===== src/rtl/mcw_pkg.sv =====
package mcw_pkg;

  localparam int SLOTS      = 32;
  localparam int TIME_W     = 32;
  localparam int IDX_W      = (SLOTS > 1) ? $clog2(SLOTS) : 1;
  localparam int MODE_W     = 3;
  localparam int CH_W       = 5;
  localparam int GRANT_W    = 5;
  localparam int COUNT_W    = 6;
  localparam int TIMEOUT_W  = 31;
  localparam int IN_DATA_W  = 8;
  localparam int OUT_DATA_W = 16;

  localparam logic [TIMEOUT_W-1:0] TIMEOUT_RESET = TIMEOUT_W'(1000);
  localparam logic [COUNT_W-1:0]   COUNT_MAX     = '1;

  localparam logic [MODE_W-1:0] MODE_TICK     = 3'd0;
  localparam logic [MODE_W-1:0] MODE_REGISTER = 3'd1;
  localparam logic [MODE_W-1:0] MODE_KICK     = 3'd2;
  localparam logic [MODE_W-1:0] MODE_RELEASE  = 3'd3;
  localparam logic [MODE_W-1:0] MODE_CHECK    = 3'd4;

  typedef enum logic {
    OP_REGISTER,
    OP_CHECK
  } sweep_op_t;

  // record that walks the cell row, one cell per cycle
  typedef struct packed {
    logic               valid;
    sweep_op_t          op;
    logic               found;
    logic [IDX_W-1:0]   slot;
    logic [COUNT_W-1:0] count;
  } carry_t;

  // single-cycle operations broadcast to every cell
  typedef struct packed {
    logic            kick_en;
    logic            rel_en;
    logic [CH_W-1:0] channel;
  } ctrl_t;

  typedef enum logic [1:0] {
    ST_IDLE,
    ST_SWEEP,
    ST_DONE
  } state_t;

endpackage


===== src/rtl/mcw_cell.sv =====
module mcw_cell import mcw_pkg::*; (
  input  logic                 clk,
  input  logic                 rst,
  input  logic [IDX_W-1:0]     cell_index,
  input  carry_t               carry_in,
  output carry_t               carry_out,
  input  ctrl_t                ctrl,
  input  logic [TIME_W-1:0]    now_ticks,
  input  logic [TIMEOUT_W-1:0] timeout_ticks,
  output logic                 active
);

  logic [TIME_W-1:0] stamp;
  logic [TIME_W-1:0] elapsed;
  logic              hit;
  logic              claim;
  logic              expired;
  carry_t            carry_next;

  assign hit     = (32'(ctrl.channel) == 32'(cell_index));
  assign claim   = carry_in.valid && (carry_in.op == OP_REGISTER) && !carry_in.found && !active;
  assign elapsed = now_ticks - stamp;
  assign expired = (64'(elapsed) > 64'(timeout_ticks));

  always_comb begin
    carry_next = carry_in;
    if (claim) begin
      carry_next.found = 1'b1;
      carry_next.slot  = cell_index;
    end
    if (carry_in.valid && (carry_in.op == OP_CHECK) && active && expired &&
        (carry_in.count != COUNT_MAX)) begin
      carry_next.count = carry_in.count + 1'b1;
    end
  end

  always_ff @(posedge clk) begin
    if (rst) begin
      carry_out.valid <= 1'b0;
    end else begin
      carry_out <= carry_next;
    end
  end

  always_ff @(posedge clk) begin
    if (rst) begin
      active <= 1'b0;
    end else if (claim) begin
      active <= 1'b1;
    end else if (ctrl.rel_en && hit) begin
      active <= 1'b0;
    end
  end

  always_ff @(posedge clk) begin
    if (claim || (ctrl.kick_en && hit && active)) begin
      stamp <= now_ticks;
    end
  end

endmodule


===== config.mk =====
export PLATFORM = sky130hd
export DESIGN_NAME = mcw_cell
export DESIGN_NICKNAME = d
export VERILOG_FILES = /design/src/rtl/mcw_pkg.sv /design/src/rtl/mcw_cell.sv
export SDC_FILE = /design/constraint.sdc
export NUM_CORES = 1
export LEC_CHECK = 0
export BUFFER_PORTS_ARGS = -buffer_cell sky130_fd_sc_hd__buf_2
export CAP_MARGIN = 20
export CORE_AREA = 3 3 115 84
export CTS_CLUSTER_SIZE = 16
export DETAILED_ROUTE_END_ITERATION = 10
export DIE_AREA = 0 0 118 87
export PLACE_DENSITY = 0.85
export RECOVER_POWER = 50
export SETUP_SLACK_MARGIN = 0.05
export SYNTH_ARGS = -nofsm -noshare
export SYNTH_HDL_FRONTEND = slang
export SYNTH_SLANG_ARGS = --single-unit

===== constraint.sdc =====
create_clock -name clk -period 5.4 [get_ports clk]
set_clock_uncertainty 0.15 [all_clocks]
set_input_delay 0.81 -clock clk [delete_from_list [all_inputs] [get_ports clk]]
set_output_delay 0.81 -clock clk [all_outputs]
set_load 0.02 [all_outputs]

==> flow_summary.ini, run 1 <==
[synthesis]
synth_area_per_cell_um2 = 9.57
yosysUniqueCellTypes = 50
synthFlopType = edfxtp_1
ys_seq_elements = 47
synth_edf_count = 45
synth_cells = 435
async_flop_share_pct = 0
syn_area_um2 = 4160
syn_nets = 590
yosysWarnings = 0
seq_area_frac_synth_pct = 33.4

[setup_path]
critPathKind = primary input to flip-flop
arrival_ns = 5.04
crit_path_start_kind = primary input
reg2reg_from = stamp[0]
path_max_fanout = 4
worstReg2RegEnd = carry_out[2]
critPathCaptureType = flip-flop
r2r_setup_slack_ns = 0.56
reg2regPathDepth = 23
required_ns = 5.29

[pwr]
switching_share_pct = 30.7
power.density_nw_per_um2 = 228
vdd_drop_max_uv = 133
p_sw_uw = 353
power.leakage_nw = 2.40
intPower_uw = 797
clkPwrFrac_pct = 32.2
p_comb_share_pct = 31.1
p_seq_share_pct = 36.7

[hold_path]
worstHoldPathType = flip-flop to flip-flop
hold_end = active
min-delay-start = active
worst_hold_path.num_cells = 2

[clock_network]
post-cts-setup-buffer-count = 0
cts_tree = yes
numCtsBuffers = 5
clkLatencyLatePin_ns = 0.30
cts.htree.levels = 2
cts_root_buf = clkbuf_16
clk_pin_slew_ns = 0.07
cts_sinks = 47
clock_path_buffers = 2

[place]
place_ws_ns = -0.112
portBuffers = 105
dp.cells = 670
hpwl_um = 8410
placed_area_um2 = 4910
gp_congestion = 0.928

[sta]
report.final.hold_viol_count = 0
rsz0062_at_grt = false
finalWorstSetupSlack_ns = 0.254
tightest_slew_ns = 0.889
tns_ns = 0
slew_headroom_pct = 40.7
report.final.slew_viol_count = 0
fmax_mhz = 194
period_needed_ns = 5.15
finalSetupViolations = 0
min_period_over_period_pct = 95.3

[grt]
overflow = 0
grt_usage_pct = 19.9
grt_max_degree = 33
first_global_vias = 3569
antenna_found_initial = 0
grt_pass1_wl_um = 16500

[layout]
nets = 712
final_common_cell = inv_1
diodes = 0
postLayoutCellArea_um2 = 5050
utilization_pct = 59.3
final_cell_mix = inv_1, buf_2, ha_1
final_layout_size_suffix_gt1_share_pct = 19.7
syn2layout_area_growth_pct = 21.3
final_cell_count_no_fill = 678

[routing]
via_per_inst = 5.31
dr.pass1.iters = 4
antenna_left = 0
vias = 3598
wire_per_inst_um = 14.9
drc = 0
drt-initial-drc-count = 199
wirelength_um = 10100

[floorplan]
chipHeight_um = 87
io_pins = 106
core-area_um2 = 8510
rows = 28
die_w_um = 118
initial_core_util_pct = 48.9
dieArea_um2 = 10300

[job]
cap_viol_max_count = 0

[status]
status = finished clean
critical path, cell delays in order:
cell	delay, ns
buf_2	0.11
inv_1	0.05
ha_1	0.16
inv_1	0.06
fa_2	0.35
a21o_1	0.18
a221o_1	0.38
a31oi_4	0.20
a211oi_2	0.12
o41ai_2	0.35
o21bai_1	0.14
a21o_1	0.19
a21o_1	0.18
xor2_1	0.15
ha_1	0.19
a21o_1	0.15
a21o_1	0.18
nor3_1	0.14
nand2_1	0.08
a211oi_2	0.16
o21ai_1	0.09
or2_4	0.26
buf_4	0.15
a21oi_1	0.17
a31oi_1	0.06
area by class of cell:
cell class	count	area, um^2
clock inverter	3	47.5
clock buffer	5	125
tap	120	150
inverter	71	267
multi-input combinational	314	2500
sequential	47	1390
fill	776	3460
timing repair buffer	118	571
metal layers:
metal | GRT usage, % | vias up | share of wire, %
met4 | 5.53 | 0 | 1.2
met3 | 4.35 | 11 | 6.4
li1 | - | 1797 | -
met2 | 34.3 | 126 | 47
met1 | 25.6 | 1664 | 46
met5 | 0 | - | 0
through the flow:
step	power (mW)	hold slack, ns
floorplan	0.666	0.462
global placement	0.765	0.406
detailed placement	0.785	0.414
CTS	1.16	0.426
global route	1.22	0.485
finish	1.15	0.428
synthesized netlist by cell type, types with 7 or more instances:
cell type | n | area (um^2)
edfxtp_1 | 45 | 1350
ha_1 | 63 | 788
nor2_1 | 19 | 71.3
inv_1 | 71 | 267
o21bai_1 | 9 | 67.6
xnor2_1 | 23 | 201
nand3_1 | 13 | 65.1
a211oi_1 | 7 | 52.6
a21oi_1 | 37 | 185
o21ai_0 | 16 | 80.1
a21o_1 | 16 | 120
xor2_1 | 15 | 131
nand2_1 | 16 | 60.1
sequential cells by signal, indices dropped and copies added, names as in the netlist:
signal     count
stamp         32
carry_out     14
active         1
power groups by stage:
stage / clock (mW) / combinational, mW / sequential (mW)
CTS: 0.380 / 0.358 / 0.422
detailed placement: 0 / 0.355 / 0.430
global route: 0.394 / 0.399 / 0.423
finish: 0.370 / 0.358 / 0.422
floorplan: 0 / 0.227 / 0.439
global placement: 0 / 0.337 / 0.429
repair_timing:
action,4_1_cts,5_1_grt
endpoints found under the setup margin,0,6
hold buffers,0,0
gates resized for setup,0,5
kinds of logic (layout without fill, tap and decap cells):
logic type / after synthesis / count (layout) / synth area share, %
XOR/XNOR: 38 / 38 / 8.00
buffers and inverters: 74 / 197 / 7.03
multiplexers: 8 / 8 / 2.31
AND/OR/NAND/NOR: 91 / 91 / 11.7
adder cells (fa/ha/maj): 64 / 64 / 19.4
flip-flops: 47 / 47 / 33.4
AO/OA/AOI/OAI: 113 / 113 / 18.1
how the worst max path moves through the flow:
stage	startpoint	to	slack, ns
6_report	now_ticks[0]	carry_out[2]	0.25
5_1_grt	now_ticks[0]	carry_out[2]	0.08
4_1_cts	now_ticks[0]	carry_out[2]	0.19
3_5_place_dp	now_ticks[0]	carry_out[2]	-0.11
3_3_place_gp	now_ticks[0]	carry_out[4]	-0.009
2_1_floorplan	now_ticks[0]	carry_out[4]	0.19
No activity file was read; power rests on OpenSTA's default activity.
==> run 2: changes to the inputs <==
- REMOVE_ABC_BUFFERS: default -> 1
- SKIP_LAST_GASP: default -> 1
==> flow_summary.ini, run 2 (same netlist as run 1, synthesis figures left out) <==
[sta]
tightest_slew_ns = 0.872
period_needed_ns = 5.18
rsz0062_at_grt = false
finalSetupViolations = 0
tns_ns = 0
min_period_over_period_pct = 95.9
hold_slack_ns = 0.439
fmax_mhz = 193
report.final.hold_viol_count = 0
slew_headroom_pct = 41.8
report.final.slew_viol_count = 0

[grt]
antenna_found_initial = 0
grt_pass1_wl_um = 16300
grt_usage_pct = 19.6
grt_max_degree = 33
overflow = 0
first_global_vias = 3628

[layout]
largestRegisters = stamp: 32 flops, carry_out: 14 flops, active: 1 flops
syn2layout_area_growth_pct = 22.0
nets = 716
largest_reg_flops = 32
fillers = 723
top_register = stamp
final_cell_mix = inv_1, buf_2, ha_1
final_layout_size_suffix_gt1_share_pct = 20.6
utilization_pct = 59.7
final_cell_count_no_fill = 682
diodes = 0
final_common_cell = inv_1
postLayoutCellArea_um2 = 5080

[setup_path]
path_max_fanout = 3
path_common_cell = a21o_1
slowest_stage = a221o_1
required_ns = 5.30
crit_path_start_kind = primary input
arrival_ns = 5.08
critical-path-max-stage-delay_ns = 0.37
critPathCaptureType = flip-flop
path_cells = buf_2 -> inv_1 -> ha_1 -> inv_1 -> fa_2 -> a21o_1 -> a221o_1 -> a31oi_4 -> a211oi_2 -> o41ai_2 -> o21bai_1 -> a21o_1 -> a21o_1 -> xor2_1 -> ha_1 -> a21o_1 -> a21o_1 -> nor3_1 -> nand2_1 -> a211oi_2 -> o21ai_1 -> or2_4 -> nand4_4 -> mux2_4
critPathKind = primary input to flip-flop

[clock_network]
cts_root_buf = clkbuf_16
clkLatencyLatePin_ns = 0.30
numCtsBuffers = 5
cts_sinks = 47
cts.htree.levels = 2
cts_tree = yes
clock_path_buffers = 2
clk_pin_slew_ns = 0.07

[status]
status = finished clean

[pwr]
power.leakage_nw = 2.42
power.density_nw_per_um2 = 226
vdd_drop_max_uv = 164

[floorplan]
dieArea_um2 = 10300
core-area_um2 = 8510
chipHeight_um = 87
io_pins = 106
die_w_um = 118
rows = 28
initial_core_util_pct = 48.9

[job]
cap_viol_max_count = 0

[routing]
dr.pass1.iters = 5
vias = 3579
wire_per_inst_um = 14.4
antenna_left = 0
via_per_inst = 5.25
drt-initial-drc-count = 141
drc = 0
wirelength_um = 9800

[place]
portBuffers = 105
gp_congestion = 0.906
hpwl_um = 8050
dp.cells = 673
placed_area_um2 = 4930

[hold_path]
worstHoldPathType = flip-flop to flip-flop
## run 2: cell types whose count changed in the layout (fill, tap and decap cells not counted), sizes merged
| cell | previous run | this run |
|---|---|---|
| clkbuf | 45 | 42 |
| buf | 78 | 85 |
## run 2: path summary, 6_finish.rpt
path | endpoint | cells past startpoint | start | slack (ns)
setup / recovery | carry_out[4] | 24 | now_ticks[0] | 0.22
hold / removal | active | 2 | active | 0.44
setup reg to reg | carry_out[4] | 22 | stamp[0] | 0.56
hold reg to reg | active | 2 | active | 0.44
## run 2: worst max-delay path: cells and delay by family
family          cells  cell delay, ns
mux                 1            0.29
compound gates     12            2.31
fa+ha+maj           3            0.69
buf+inv             3            0.21
simple gates        4            0.63
xor+xnor            1            0.15
## run 2: routing by layer
layer / share of wire, % / routed length [um] / track usage, % / vias up
met5: 0 / 0 / 0 / -
met4: 1.3 / 127 / 5.53 / 0
li1: - / - / - / 1814
met2: 44 / 4270 / 32.2 / 130
met3: 7.5 / 738 / 4.29 / 12
met1: 48 / 4660 / 26.4 / 1623
## run 2: power breakdown
part | switching, mW | internal [mW]
combinational | 0.198 | 0.161
clock | 0.145 | 0.221
sequential | 0.00427 | 0.417
## run 2: area by class of cell
type | count | area, um^2 | share of cell area [%]
clock buffer | 5 | 125 | 2.46
multi-input combinational | 314 | 2490 | 49.1
tap | 120 | 150 | 2.96
timing repair buffer | 122 | 604 | 11.9
sequential | 47 | 1390 | 27.4
clock inverter | 3 | 47.5 | 0.936
inverter | 71 | 267 | 5.25
## run 2: per-stage QoR
stage	worst slack [ns]	power (mW)
after floorplan	0.200	0.665
after global placement	0.00540	0.768
after detailed placement	-0.0855	0.783
after CTS	0.176	1.16
after global routing	0.0343	1.22
final	0.219	1.15
## run 2: repair_timing
item                       4_1_cts  5_1_grt
resized for setup                0        5
setup buffers                    0        1
setup endpoints to repair        0        6
hold buffers                     0        0
